File: src/design/ctsc_pkg.sv
// Shared types, constants and helpers for the column-to-span converter.
`timescale 1ns / 1ps
`default_nettype none
package ctsc_pkg;

  localparam int ROW_W   = 6;  // row index, 0..ROWS-1
  localparam int TOP_W   = 7;  // top extent, ROWS marks an empty column
  localparam int COL_W   = 9;  // incoming column, 0..511
  localparam int START_W = 8;  // stored start column and span end

  localparam logic [TOP_W-1:0] ROWS = 7'd64;

  typedef struct packed {
    logic [COL_W-1:0] column;
    logic [TOP_W-1:0] prev_top;
    logic [ROW_W-1:0] prev_bottom;
    logic [TOP_W-1:0] cur_top;
    logic [ROW_W-1:0] cur_bottom;
  } ctsc_in_t;

  typedef struct packed {
    logic [ROW_W-1:0]   span_row;
    logic [START_W-1:0] span_start;
    logic [START_W-1:0] span_end;
    logic               last_span;
  } ctsc_out_t;

  typedef enum logic [2:0] {
    ST_IDLE,
    ST_CLOSE_TOP,
    ST_CLOSE_BOT,
    ST_OPEN_TOP,
    ST_OPEN_BOT
  } ctsc_state_e;

  // Start store access, one per cycle.
  typedef struct packed {
    logic               re;
    logic               we;
    logic [ROW_W-1:0]   addr;
    logic [START_W-1:0] wdata;
  } ctsc_mem_req_t;

  // Span fields that travel alongside a start store read.
  typedef struct packed {
    logic               vld;
    logic [ROW_W-1:0]   row;
    logic [START_W-1:0] span_end;
    logic               last;
  } ctsc_rd_tag_t;

  function automatic logic [TOP_W-1:0] ctsc_clamp_top(input logic [TOP_W-1:0] t);
    return (t > ROWS) ? ROWS : t;
  endfunction

endpackage
`default_nettype wire

File: src/design/column_to_span_converter_core.sv
// Top level of the column-to-span converter.
`timescale 1ns / 1ps
`default_nettype none
// Column-to-span converter. Each input item carries a column number and the
// row extents (top, bottom) of the previous and current column of a plane; a
// top of 64 or more marks an empty column. Rows covered only by the previous
// column close and each yields one span item: its row, the start column kept
// for that row, and column - 1 (low 8 bits, so column 0 gives 255). Closed top
// rows come out ascending, then closed bottom rows descending; last_span marks
// the final span of an item, and an item that closes no row yields nothing.
// Rows covered only by the current column get the current column (low 8 bits)
// recorded as their start. The start store is a 64 x 8 single-port RAM with
// a registered read and no reset; reading a row that was never opened
// returns whatever the RAM holds. One item is in work at a time: after
// accept the walker visits four phases, and the store port serves one row
// per cycle, though a closing row's read waits while the output stage has
// no free slot. Span items leave through an output register, one per cycle
// when the consumer keeps ready high; a stalled output holds the walker.
module column_to_span_converter_core
  import ctsc_pkg::*;
(
  input  wire        clk_i,
  input  wire        rst_ni,
  input  wire        in_valid_i,
  output logic       in_ready_o,
  input  ctsc_in_t   in_data_i,
  output logic       out_valid_o,
  input  wire        out_ready_i,
  output ctsc_out_t  out_data_o
);

  ctsc_mem_req_t      mem_req;
  ctsc_rd_tag_t       rd_tag;
  logic [START_W-1:0] rdata;
  logic               rd_free;

  // walker: accepts an item and issues row reads / start writes
  ctsc_seq u_seq (
    .clk_i      (clk_i),
    .rst_ni     (rst_ni),
    .in_valid_i (in_valid_i),
    .in_data_i  (in_data_i),
    .in_ready_o (in_ready_o),
    .rd_free_i  (rd_free),
    .mem_req_o  (mem_req),
    .rd_tag_o   (rd_tag)
  );

  // per-row start column store
  ctsc_start_mem u_mem (
    .clk_i   (clk_i),
    .req_i   (mem_req),
    .rdata_o (rdata)
  );

  // read data meets its tag and lands in the output register
  ctsc_emit u_emit (
    .clk_i       (clk_i),
    .rst_ni      (rst_ni),
    .rd_tag_i    (rd_tag),
    .rdata_i     (rdata),
    .rd_free_o   (rd_free),
    .out_valid_o (out_valid_o),
    .out_ready_i (out_ready_i),
    .out_data_o  (out_data_o)
  );

endmodule
`default_nettype wire

File: src/design/ctsc_start_mem.sv
// Row start column store: 64 x 8 single-port RAM, registered read.
`timescale 1ns / 1ps
`default_nettype none
module ctsc_start_mem
  import ctsc_pkg::*;
(
  input  wire                 clk_i,
  input  ctsc_mem_req_t       req_i,
  output logic [START_W-1:0]  rdata_o
);

  logic [START_W-1:0] mem_q [ROWS];
  logic [START_W-1:0] rdata_q;

  always_ff @(posedge clk_i) begin
    if (req_i.we) begin
      mem_q[req_i.addr] <= req_i.wdata;
    end
    // read data holds until the next read
    if (req_i.re) begin
      rdata_q <= mem_q[req_i.addr];
    end
  end

  assign rdata_o = rdata_q;

endmodule
`default_nettype wire

File: src/design/ctsc_seq.sv
// Row walker: steps through closing and opening rows, one store access per cycle.
`timescale 1ns / 1ps
`default_nettype none
module ctsc_seq
  import ctsc_pkg::*;
(
  input  wire            clk_i,
  input  wire            rst_ni,
  input  wire            in_valid_i,
  input  ctsc_in_t       in_data_i,
  output logic           in_ready_o,
  input  wire            rd_free_i,
  output ctsc_mem_req_t  mem_req_o,
  output ctsc_rd_tag_t   rd_tag_o
);

  ctsc_state_e state_q, state_d;

  logic [TOP_W-1:0]   t1_q, t1_d, t2_q, t2_d;
  logic [ROW_W-1:0]   b1_q, b1_d, b2_q, b2_d;
  logic [START_W-1:0] col_q, col_d;

  logic               accept;
  logic               close_top, close_bot, open_top, open_bot;
  logic [TOP_W-1:0]   t1_nxt, b1_ext, b1m_ext, b2_ext;
  logic [ROW_W-1:0]   b1_m1;
  logic               more_after_top, more_after_bot;

  assign in_ready_o = (state_q == ST_IDLE);
  assign accept     = in_valid_i && in_ready_o;

  // walk conditions
  always_comb begin
    b1_ext   = {1'b0, b1_q};
    b2_ext   = {1'b0, b2_q};
    b1_m1    = b1_q - 1'b1;
    b1m_ext  = {1'b0, b1_m1};
    t1_nxt   = t1_q + 1'b1;

    close_top = (t1_q < t2_q) && (t1_q <= b1_ext);
    close_bot = (b1_q > b2_q) && (b1_ext >= t1_q);
    open_top  = (t2_q < t1_q) && (t2_q <= b2_ext);
    open_bot  = (b2_q > b1_q) && (b2_ext >= t2_q);

    more_after_top = ((t1_nxt < t2_q) && (t1_nxt <= b1_ext)) ||
                     ((b1_q > b2_q) && (b1_ext >= t1_nxt));
    more_after_bot = (b1_m1 > b2_q) && (b1m_ext >= t1_q);
  end

  // next state
  always_comb begin
    state_d = state_q;
    case (state_q)
      ST_IDLE:      if (accept) state_d = ST_CLOSE_TOP;
      ST_CLOSE_TOP: if (!close_top) state_d = ST_CLOSE_BOT;
      ST_CLOSE_BOT: if (!close_bot) state_d = ST_OPEN_TOP;
      ST_OPEN_TOP:  if (!open_top) state_d = ST_OPEN_BOT;
      ST_OPEN_BOT:  if (!open_bot) state_d = ST_IDLE;
      default:      state_d = ST_IDLE;
    endcase
  end

  // store accesses and extent counters
  always_comb begin
    t1_d  = t1_q;
    t2_d  = t2_q;
    b1_d  = b1_q;
    b2_d  = b2_q;
    col_d = col_q;
    mem_req_o = '0;
    rd_tag_o  = '0;
    rd_tag_o.span_end = col_q - 1'b1;
    case (state_q)
      ST_IDLE: begin
        if (accept) begin
          t1_d  = ctsc_clamp_top(in_data_i.prev_top);
          t2_d  = ctsc_clamp_top(in_data_i.cur_top);
          b1_d  = in_data_i.prev_bottom;
          b2_d  = in_data_i.cur_bottom;
          col_d = in_data_i.column[START_W-1:0];
        end
      end
      ST_CLOSE_TOP: begin
        if (close_top && rd_free_i) begin
          mem_req_o.re  = 1'b1;
          mem_req_o.addr = t1_q[ROW_W-1:0];
          rd_tag_o.vld  = 1'b1;
          rd_tag_o.row  = t1_q[ROW_W-1:0];
          rd_tag_o.last = !more_after_top;
          t1_d = t1_nxt;
        end
      end
      ST_CLOSE_BOT: begin
        if (close_bot && rd_free_i) begin
          mem_req_o.re  = 1'b1;
          mem_req_o.addr = b1_q;
          rd_tag_o.vld  = 1'b1;
          rd_tag_o.row  = b1_q;
          rd_tag_o.last = !more_after_bot;
          b1_d = b1_m1;
        end
      end
      ST_OPEN_TOP: begin
        if (open_top) begin
          mem_req_o.we    = 1'b1;
          mem_req_o.addr  = t2_q[ROW_W-1:0];
          mem_req_o.wdata = col_q;
          t2_d = t2_q + 1'b1;
        end
      end
      ST_OPEN_BOT: begin
        if (open_bot) begin
          mem_req_o.we    = 1'b1;
          mem_req_o.addr  = b2_q;
          mem_req_o.wdata = col_q;
          b2_d = b2_q - 1'b1;
        end
      end
      default: ;
    endcase
  end

  always_ff @(posedge clk_i or negedge rst_ni) begin
    if (!rst_ni) begin
      state_q <= ST_IDLE;
    end else begin
      state_q <= state_d;
    end
  end

  always_ff @(posedge clk_i) begin
    t1_q  <= t1_d;
    t2_q  <= t2_d;
    b1_q  <= b1_d;
    b2_q  <= b2_d;
    col_q <= col_d;
  end

  a_idle_quiet : assert property (@(posedge clk_i) disable iff (!rst_ni)
    (state_q == ST_IDLE) |-> (!mem_req_o.re && !mem_req_o.we))
    else $error("store access while idle");

  a_one_port : assert property (@(posedge clk_i) disable iff (!rst_ni)
    !(mem_req_o.re && mem_req_o.we))
    else $error("read and write in one cycle");

  a_read_slot : assert property (@(posedge clk_i) disable iff (!rst_ni)
    mem_req_o.re |-> (rd_free_i && rd_tag_o.vld))
    else $error("read issued without a free slot");

endmodule
`default_nettype wire

File: src/design/ctsc_emit.sv
// Span output stage: pairs read data with its tag and holds the result item.
`timescale 1ns / 1ps
`default_nettype none
module ctsc_emit
  import ctsc_pkg::*;
(
  input  wire                 clk_i,
  input  wire                 rst_ni,
  input  ctsc_rd_tag_t        rd_tag_i,
  input  wire [START_W-1:0]   rdata_i,
  output logic                rd_free_o,
  output logic                out_valid_o,
  input  wire                 out_ready_i,
  output ctsc_out_t           out_data_o
);

  ctsc_rd_tag_t tag_q;
  logic         pend_q;
  logic         out_valid_q;
  ctsc_out_t    out_q;
  logic         load_out;

  assign load_out  = pend_q && (!out_valid_q || out_ready_i);
  assign rd_free_o = !pend_q || load_out;

  always_ff @(posedge clk_i or negedge rst_ni) begin
    if (!rst_ni) begin
      pend_q      <= 1'b0;
      out_valid_q <= 1'b0;
    end else begin
      if (rd_free_o) begin
        pend_q <= rd_tag_i.vld;
      end
      if (load_out) begin
        out_valid_q <= 1'b1;
      end else if (out_ready_i) begin
        out_valid_q <= 1'b0;
      end
    end
  end

  always_ff @(posedge clk_i) begin
    if (rd_free_o && rd_tag_i.vld) begin
      tag_q <= rd_tag_i;
    end
    if (load_out) begin
      out_q.span_row   <= tag_q.row;
      out_q.span_start <= rdata_i;
      out_q.span_end   <= tag_q.span_end;
      out_q.last_span  <= tag_q.last;
    end
  end

  assign out_valid_o = out_valid_q;
  assign out_data_o  = out_q;

  a_no_drop : assert property (@(posedge clk_i) disable iff (!rst_ni)
    (pend_q && !load_out) |=> pend_q)
    else $error("pending read lost");

  a_no_overrun : assert property (@(posedge clk_i) disable iff (!rst_ni)
    (rd_tag_i.vld && !rd_free_o) |-> 1'b0)
    else $error("read issued over a pending read");

  a_load_slot : assert property (@(posedge clk_i) disable iff (!rst_ni)
    load_out |=> out_valid_q)
    else $error("loaded item not presented");

endmodule
`default_nettype wire
File: config.mk
export PLATFORM = sky130hd
export DESIGN_NAME = column_to_span_converter_core
export DESIGN_NICKNAME = d
export VERILOG_FILES = /design/src/design/ctsc_pkg.sv /design/src/design/column_to_span_converter_core.sv /design/src/design/ctsc_start_mem.sv /design/src/design/ctsc_seq.sv /design/src/design/ctsc_emit.sv
export SDC_FILE = /design/constraint.sdc
export NUM_CORES = 1
export LEC_CHECK = 0
export ABC_AREA = 1
export ABC_CLOCK_PERIOD_IN_PS = 4870
export BUFFER_PORTS_ARGS = -buffer_cell sky130_fd_sc_hd__buf_4
export CORE_MARGIN = 3
export CORE_UTILIZATION = 63
export CTS_CLUSTER_DIAMETER = 30
export DETAILED_ROUTE_END_ITERATION = 8
export HOLD_SLACK_MARGIN = 0.15
export PLACE_DENSITY_LB_ADDON = 0.15
export SYNTH_ARGS = -nofsm -noshare
export SYNTH_HDL_FRONTEND = slang
export SYNTH_SLANG_ARGS = --single-unit
File: constraint.sdc
create_clock -name clk_i -period 4.87 [get_ports clk_i]
set_clock_uncertainty 0.2 [all_clocks]
set_input_delay 0.974 -clock clk_i [delete_from_list [all_inputs] [get_ports clk_i]]
set_output_delay 0.974 -clock clk_i [all_outputs]
set_load 0.1 [all_outputs]
# Word-level counts from Yosys, hierarchy flattened
# Memory sizes are Yosys's and may differ from the RTL's. A register that Yosys moved wholly into a read port is not among the register bits.
# Index checks and enable logic that the tools add are counted.
[totals]
in_bits = 39
word_cells = 120
regBits = 77
mem_count = 1
mem_bits_rw = 512
out_inout_bits = 25
[memory_table]
columns = ["name", "depth", "word_bits", "rd", "rd_clocked_by_memory_dff", "wr", "line", "source"]
rows = [
  ["u_mem.mem_q", 64, 8, 1, 1, 1, "ctsc_start_mem.sv:12", "logic [START_W-1:0] mem_q [ROWS];"],
]
[op_classes]
reduce_logical = 31
n_eq_ne = 13
n_addsub = 5
muxes = 40
order_cmp = 15
[ops]
columns = ["cell", "count"]
rows = [
  ["2-to-1 mux 7 bit", 8],
  ["one-hot mux 7 bit (2 select lines)", 3],
  ["2-to-1 mux 6 bit", 6],
  ["2-to-1 mux 15 bit", 2],
  ["greater-or-equal comparator 6 x 7 -> 1 bit", 4],
  ["one-hot mux 6 bit (2 select lines)", 2],
  ["one-hot mux 6 bit (4 select lines)", 1],
  ["less-or-equal comparator 7 x 6 -> 1 bit", 3],
  ["< comparator 7 bit", 3],
  ["greater-than comparator 6 bit", 3],
  ["one-hot mux 8 bit (2 select lines)", 1],
  ["2-to-1 mux 3 bit", 5],
  ["one-hot mux 3 bit (5 select lines)", 1],
  ["adder 7 x 1 -> 7 bit (second input constant)", 2],
  ["greater-than comparator 7 bit (second input constant)", 2],
  ["logical AND 1 bit", 12],
  ["AND reduction 3 bit", 4],
  ["subtractor 6 x 1 -> 6 bit (second input constant)", 2],
  ["!= test 2 bit (second input constant)", 5],
  ["nonzero test 2 bit", 5],
  ["2-to-1 mux 1 bit", 8],
  ["!= test 2 x 1 -> 1 bit (second input constant)", 4],
  ["subtractor 8 x 1 -> 8 bit (second input constant)", 1],
  ["equality test 3 x 2 -> 1 bit (second input constant)", 2],
  ["8 further kinds", 15],
]

# Logic depth before layout (Yosys ltp)
# Gate-level depths: netlist of run 1.
[logic_depth]
ltp_word = 8
mapped_depth = 25
ltp_nobuf = 23

# Modules after synthesis
# A second synthesis of run 1 with hierarchy kept.
[hier_totals]
hier_cells = 2721
area_unflattened_um2 = 26962.1
[modules_own_cells]
columns = ["mod", "area_per_inst_um2", "seq_area_each_um2", "cells_each", "instances"]
rows = [
  ["ctsc_start_mem", 22125.0, 15615.0, 2167, 1],
  ["ctsc_seq", 3601.0, 1096.1, 504, 1],
  ["ctsc_emit", 1236.2, 1191.1, 50, 1],
]

# Worst setup path before layout of run 1
# OpenSTA, ideal clock, no wires.
[synth_timing]
path_kind = "register -> register"
start = "register u_seq.t2_q[6]"
end = "memory u_mem.mem_q[0][0], data pin"
n_path_buf = 0
required_time_ps = 4170
period_less_slack_ps = 4145
t_arrival_ps = 3445
path_slack_ps = 725
path_stages_with_launch = 13
setup_ps = 500
cell_sequence = "edfxtp_1 -> inv_1 -> ha_1 -> nand2_1 -> nor2_1 -> nand2_1 -> a22oi_1 -> nand2_1 -> nor2_1 -> inv_1 -> nand2_1 -> inv_1 -> nor2_1"
[synth_rtl]
columns = ["element", "line", "source"]
rows = [
  ["start: declaration", "ctsc_seq.sv:19", "logic [TOP_W-1:0] t1_q, t1_d, t2_q, t2_d;"],
  ["start signal: assignment", "ctsc_seq.sv:133", "t2_q <= t2_d;"],
  ["end: declaration", "ctsc_start_mem.sv:12", ""],
]

# Worst setup path after layout of run 1
[layout_timing]
start = "register u_seq.t1_q[4]"
end = "memory u_mem.mem_q[42][7] (enable)"
[layout_between]
elab_chain_len = 6
elab_cells_between_ends = 16
classes_between = "4 x order compare; 7 x mux; 5 x reduce/logical"
[layout_lines]
columns = ["element", "line", "source"]
rows = [
  ["start: declaration", "ctsc_seq.sv:19", ""],
  ["start signal: assignment", "ctsc_seq.sv:132", "t1_q <= t1_d;"],
  ["< comparator 7 bit", "ctsc_seq.sv:42", "open_top = (t2_q < t1_q) && (t2_q <= b2_ext);"],
  ["logical AND 1 bit", "ctsc_seq.sv:42", ""],
  ["2-to-1 mux 15 bit", "ctsc_seq.sv:104", "if (open_top) begin"],
  ["one-hot mux 1 bit (2 select lines)", "ctsc_seq.sv:73", "case (state_q)"],
  ["2-to-1 mux 1 bit", "ctsc_start_mem.sv:16", "if (req_i.we) begin"],
  ["2-to-1 mux 1 bit (not written as such)", "ctsc_start_mem.sv:17", "mem_q[req_i.addr] <= req_i.wdata;"],
]
# Several ways; a longest one is shown, not always the timed one.

==> out/metrics.cfg, run 1 <==
[synthesis]
synth_top_family_by_area = simple AND/OR/NAND/NOR gates
synth_cell_types = 45
synth_area_leaders = edfxtp_1, nand2_1, a21oi_1, ha_1, nor2_1
ys_warn_count = 0
synthTopCellsByCount = nand2_1, edfxtp_1, a21oi_1
synth_seq_area_share_pct = 67.9
synth-seq-cells = 597
synth_cells = 2477
synth_compound_area_share_pct = 5.22
synth_top_flop_cell = edfxtp_1
syn_nets = 2570
synthDominantCellAreaShare_pct = 67.4
synth_fa_ha_area_share_pct = 2.56
muxShareOfSynthArea_pct = 0
synth_area_leader_cell = edfxtp_1
synth_edf_count = 592
yosys.area_share.xor_xnor_pct = 0.631
synthSimpleGateAreaFrac_pct = 20.3
synth.avg_cell_area_um2 = 10.6
synth.cell_area_um2 = 26400
synthArstFlopShare_pct = 0.838
yosysMostFrequentCell = nand2_1

[setup_path]
cp.arrival_ps = 4690
required_ps = 4920
r2r-start = u_seq.t1_q[4]
cpPeakStageDelay_ps = 650
critPathLaunchType = register
cp.depth = 12
startpoint = u_seq.t1_q[4]
end_kind = register
crit_top_cell = nand2_1
path_cells = ha_1 > nand2_1 > nor2_1 > nand2_1 > a22oi_1 > nand2_1 > nor2_1 > inv_1 > nand2_1 > nand4_2 > buf_4 > nor2_1
crit_family = simple AND/OR/NAND/NOR gates
worstSetupEndpoint = u_mem.mem_q[42][7]
worstSetupPathType = reg -> reg
rr_endpoint = u_mem.mem_q[42][7]
crit_path_max_fanout = 9
cp.buffers_inverters = 2
crit_slowest_cell = nand4_2
rrSetupSlack_ps = 230
rr_worst_depth = 12

[pwr]
clkPwrFrac_pct = 43.8
switchingPower_uw = 5870
p_int_uw = 12700
vdd_drop_max_mv = 0.466
static-leakage-power_uw = 0.0136
p_sw_share_pct = 31.6
p_per_area_nw_per_um2 = 582
pwr-share-seq_pct = 33.8
share_comb_of_total_power_pct = 22.4

[place]
hpwl_um = 38800
gp_congestion = 0.961
portBuffers = 62

[die]
dieArea_um2 = 44400
coreArea_um2 = 41100
start_util_pct = 64.2
num_rows = 74
io_pins = 64
die_w_um = 211
die_height_um = 211

[timing]
min_period_ps = 4640
grt_setup_unrepaired = no
setup_violations = 0
report.final.slew_viol_count = 0
relSlewSlack_pct = 18.7
finalCritPeriodShare_pct = 95.2
hold_viol = 0
fin_tns_setup_ps = 0
tightest_slew_ps = 1220
fmax_mhz = 216

[route]
drc_errors = 0
dr.first_iter.drc_count = 2370
drtPass1Iterations = 8
vias = 19000
routed_wl_um = 66900
wl_per_cell_um = 20.5
ant_nets = 0
viasPerCell = 5.81

[final_layout]
area_delta_synth_final_pct = 20.9
multi_input_area_um2 = 7660
seq_area_um2 = 17900
nets = 2730
layout-drive-gt1-share_pct = 14.4
post-route-util_pct = 77.6
fillers = 2465

[clocking]
clock_tree.buffer_depth = 3
clock_latency_ps = 650
postCtsSetupBuffers = 0
clock-sinks = 597
htree_num_levels = 3
root_buffer = clkbuf_16
cts_tree = done
clk_pin_slew_ps = 50
numCtsBuffers = 112

[flow_run]
drv_cap = 0

[min_path]
min_path_type = reg -> reg

[run_status]
status = finished, final reports clean

[grt]
grt_antenna_before_repair = 0
grt_max_degree = 108
first_global_vias = 18500
gr-total-overflow = 0
grtUsageTotal_pct = 30.3
grt_pass1_wl_um = 103000

[cells by family after synthesis]
| logic type | Yosys count |
|---|---|
| flip-flops | 597 |
| buffers and inverters | 196 |
| AND/OR/NAND/NOR | 1352 |
| XOR/XNOR | 19 |
| adder cells (fa/ha/maj) | 54 |
| AO/OA/AOI/OAI | 259 |
[cell usage in the layout (no fill, tap or decap), drive strengths merged]
cell type       n
o21bai          1
o22ai           7
o2111a          1
dlygate4sd3     1
a31oi           1
o21a            3
nor3            7
nand3          24
clkbuf        127
nor2          135
nand4          17
buf           145
inv           107
or2             3
o221ai          1
o21ai          91
ha             54
a21oi         145
nand2        1159
edfxtp        592
a221oi          1
a22oi           1
nand3b          5
a22o            4
xnor2           1
bufinv         23
xor2           18
and3            2
a21o            1
diode           1
dfrtp           5
o31ai           1
clkinv         38
o211ai          1
clkinvlp       12
[power groups by stage]
stage               clock [uW]  combinational (uW)  sequential [uW]
floorplan                    0                2510             6690
global placement             0                3940             6350
detailed placement           0                4050             6370
CTS                       8180                4090             6270
global route              8460                4500             6290
finish                    8130                4150             6280
[state kept, by name (all words and copies together) (netlist names), 3 cells and up]
| register | count |
|---|---|
| u_seq.state_q | 3 |
| u_emit.tag_q | 15 |
| u_mem.rdata_o | 8 |
| u_seq.t2_q | 7 |
| u_seq.b1_q | 6 |
| u_seq.t1_q | 7 |
| u_mem.mem_q | 512 |
| u_seq.b2_q | 6 |
| u_seq.col_q | 8 |
| u_emit.out_data_o | 23 |
[routing by layer]
layer	GRT usage [%]	wire, um	up-vias
met3	7.00	6270	214
met2	49.5	32400	1024
met4	12.8	2670	0
met5	0	0	-
met1	39.6	25500	9025
li1	-	-	8703
[worst register-to-register path, cell delays in order, from the launching register on]
cell and delay (ps):
edfxtp_1 520, ha_1 350, nand2_1 50, nor2_1 220, nand2_1 130, a22oi_1 190, nand2_1 100, nor2_1 140
inv_1 120, nand2_1 580, nand4_2 660, buf_4 360, nor2_1 630
[through the flow]
step	hold slack, ps	power (uW)	area, um^2	instances	setup WS [ps]
finish	211	18600	31900	3267	235
global route	222	19200	31900	3266	139
CTS	213	18500	31900	3266	405
detailed placement	205	10400	27800	3054	417
global placement	202	10300	27800	3054	525
floorplan	200	9200	26400	2477	725
[area by class of cell]
class	instances	share of cell area, %
sequential	597	56.2
multi-input combinational	1684	24.0
clock buffer	127	9.17
timing repair buffer	146	3.96
clock inverter	84	3.46
tap	532	2.09
inverter	96	1.14
antenna	1	0.00785
[worst min-delay path by stage]
| stage | slack (ps) | end | depth (start not counted) | startpoint |
|---|---|---|---|---|
| 6_report | 210 | u_emit.out_data_o[22] | 0 | u_emit.tag_q[14] |
| 2_1_floorplan | 200 | u_emit.out_data_o[0] | 0 | u_emit.tag_q[0] |
| 5_1_grt | 220 | u_emit.out_data_o[12] | 0 | u_mem.rdata_o[3] |
| 3_5_place_dp | 200 | u_emit.out_data_o[2] | 0 | u_emit.tag_q[2] |
| 4_1_cts | 210 | u_emit.out_data_o[22] | 0 | u_emit.tag_q[14] |
| 3_3_place_gp | 200 | u_emit.out_data_o[3] | 0 | u_emit.tag_q[3] |
[what timing repair did]
item,4_1_cts,5_1_grt
hold buffers,1,0
gates resized for setup,0,0
hold endpoints to repair,5,0
Note: power is estimated with default switching activity, not from simulation.
==> run 2, diff against run 1 <==
--- a/config.mk
+++ b/config.mk
@@ -9,7 +9,7 @@
 export ABC_CLOCK_PERIOD_IN_PS = 4870
 export BUFFER_PORTS_ARGS = -buffer_cell sky130_fd_sc_hd__buf_4
 export CORE_MARGIN = 3
-export CORE_UTILIZATION = 63
+export CORE_UTILIZATION = 55
 export CTS_CLUSTER_DIAMETER = 30
 export DETAILED_ROUTE_END_ITERATION = 8
 export HOLD_SLACK_MARGIN = 0.15
==> out/metrics.cfg, run 2 (synthesized netlist as in run 1, its figures left out) <==
[grt]
grt_pass1_wl_um = 100000  ; -2.5%
grt_max_degree = 105  ; -2.8%
grtUsageTotal_pct = 25.9  ; -4.4 points
gr-total-overflow = 0  ; unchanged
grt_antenna_before_repair = 0  ; unchanged
first_global_vias = 18000  ; -2.8%

[pwr]
power_uw = 17700  ; -4.9%
p_sw_share_pct = 32.7  ; +1.1 points
vdd_drop_max_mv = 0.396  ; -15%
switchingPower_uw = 5770  ; -1.6%
pwr-share-seq_pct = 35.6  ; +1.8 points
clkPwrFrac_pct = 41.1  ; -2.7 points
static-leakage-power_uw = 0.0134  ; -1.8%
p_int_uw = 11900  ; -6.4%
p_per_area_nw_per_um2 = 560  ; -3.8%
share_comb_of_total_power_pct = 23.3  ; +0.9 points

[final_layout]
largest_reg_flops = 512  ; unchanged
final_cell_mix = nand2_1, edfxtp_1, a21oi_1
nets = 2719  ; -0.40%
fillers = 3445  ; +40%
regMostFlops = u_mem.mem_q
area_delta_synth_final_pct = 19.6
diodes = 0  ; -1
mostFrequentLayoutCell = nand2_1
layout-drive-gt1-share_pct = 13.8  ; -0.70 points

[route]
drtPass1Iterations = 6  ; -2
dr.first_iter.drc_count = 1746  ; -26%
drc_errors = 0  ; unchanged
routed_wl_um = 65000  ; -2.8%
ant_nets = 0  ; unchanged
wl_per_cell_um = 19.5  ; -4.6%
vias = 18200  ; -3.9%
viasPerCell = 5.48  ; -5.6%

[setup_path]
crit_slowest_cell = nor2_1
critPathLaunchType = register
cpPeakStageDelay_ps = 810  ; +160 ps
worstSetupPathType = reg -> reg
required_ps = 4950  ; +30 ps
cp.arrival_ps = 4630  ; -60 ps
rrSetupSlack_ps = 310  ; +80 ps
startpoint = u_seq.b2_q[4]
rr_worst_depth = 15  ; +3
end_kind = register
rr_endpoint = u_mem.mem_q[36][6]
crit_path_max_fanout = 29  ; +20
cp.buffers_inverters = 4  ; +2
crit_family = simple AND/OR/NAND/NOR gates
r2r-start = u_seq.b2_q[4]
path_cells = inv_1 > ha_1 > nand2_1 > nor3_1 > nand3b_1 > nand2_2 > nand2_1 > nor2_2 > inv_2 > o21ai_1 > nor2_4 > inv_2 > buf_4 > nand4_2 > nor2_1

[timing]
min_period_ps = 4560  ; -79.3 ps
report.final.slew_viol_count = 0  ; unchanged
setup_violations = 0  ; unchanged
fmax_mhz = 219  ; +1.7%
finalCritPeriodShare_pct = 93.6  ; -1.6 points
relSlewSlack_pct = 20.2  ; +1.5 points
tightest_slew_ps = 1200  ; -21.8 ps
grt_setup_unrepaired = no
hold_viol = 0  ; unchanged
fin_tns_setup_ps = 0  ; unchanged

[place]
gp_congestion = 0.950  ; -1.1%
portBuffers = 62  ; unchanged
hpwl_um = 38800  ; about the same

[clocking]
clock_latency_ps = 650  ; about the same
clk_pin_slew_ps = 50  ; about the same
cts.repair.resized = 0  ; unchanged
numCtsBuffers = 111  ; -0.89%
root_buffer = clkbuf_16
clock_tree.buffer_depth = 3  ; unchanged
cts_tree = done
clock-sinks = 597  ; unchanged
htree_num_levels = 3  ; unchanged

[min_path]
min_path_type = reg -> reg
worstHoldEndpoint = u_emit.out_data_o[7]
hold_start = u_emit.tag_q[7]
hold_depth = 0  ; unchanged

[die]
dieArea_um2 = 50600  ; +14%
die_w_um = 225  ; +6.8%
die_height_um = 225  ; +6.8%
start_util_pct = 56.2  ; -8.0 points
coreArea_um2 = 47000  ; +14%
io_pins = 64  ; unchanged
num_rows = 79  ; +6.8%

[run_status]
status = finished, final reports clean

[flow_run]
drv_cap = 0  ; unchanged

==> run 2: changes by cell type in the layout (fill, tap and decap cells not counted), moves of 3 or more <==
cell | before | now
buf_4 | 132 | 119
inv_6 | 9 | 4
clkinv_8 | 0 | 3
buf_12 | 13 | 16
clkinvlp_4 | 12 | 17
clkinv_1 | 10 | 14
bufinv_16 | 23 | 10
clkbuf_1 | 12 | 15
clkbuf_8 | 0 | 3
clkinv_2 | 19 | 25
clkinv_4 | 9 | 4
clkbuf_16 | 115 | 111
==> run 2: worst max path at each step <==
stage / end / slack, ps / cells after the start
floorplan: u_mem.mem_q[0][0] / 720 / 12
global placement: u_mem.mem_q[21][2] / 440 / 15
detailed placement: u_mem.mem_q[36][5] / 390 / 15
CTS: u_mem.mem_q[21][7] / 380 / 15
global route: u_mem.mem_q[21][6] / 110 / 17
finish: u_mem.mem_q[36][6] / 310 / 15
==> run 2: per-stage QoR <==
step | worst slack (ps) | utilization [%] | area (um^2) | hold slack [ps] | cells
after detailed placement | 385 | 59.4 | 27900 | 206 | 3119
after global routing | 113 | 67.2 | 31500 | 221 | 3327
final | 314 | 67.2 | 31500 | 212 | 3327
after CTS | 384 | 67.2 | 31500 | 213 | 3327
after global placement | 436 | 59.4 | 27900 | 202 | 3119
after floorplan | 725 | - | 26400 | 200 | 2477
==> run 2: layout make-up <==
type                       instances  area, um^2  share of cell area [%]
multi-input combinational       1684        7660                    24.3
sequential                       597       17900                    56.8
timing repair buffer             136        1220                    3.88
tap                              607         759                    2.41
inverter                          96         363                    1.15
clock buffer                     129        2880                    9.12
clock inverter                    78         754                    2.39
==> run 2: metal layers <==
layer | wire, um | global-route usage (%)
met3 | 5050 | 4.65
met4 | 2070 | 10.5
met5 | 0 | 0
met2 | 31600 | 43.0
met1 | 26300 | 34.1
==> run 2: power by group through the flow <==
| stage | Clock [uW] | Combinational [uW] | Sequential [uW] |
|---|---|---|---|
| after floorplan | 0 | 2510 | 6690 |
| after global placement | 0 | 3990 | 6360 |
| after detailed placement | 0 | 4080 | 6370 |
| after CTS | 7330 | 4100 | 6290 |
| after global routing | 7600 | 4500 | 6300 |
| final | 7250 | 4120 | 6290 |
==> run 2: repair_timing <==
action / in CTS / in global routing
setup buffers: 0 / 0
hold buffers: 1 / 0
endpoints found under the hold margin: 5 / 0
endpoints found under the setup margin: 0 / 0
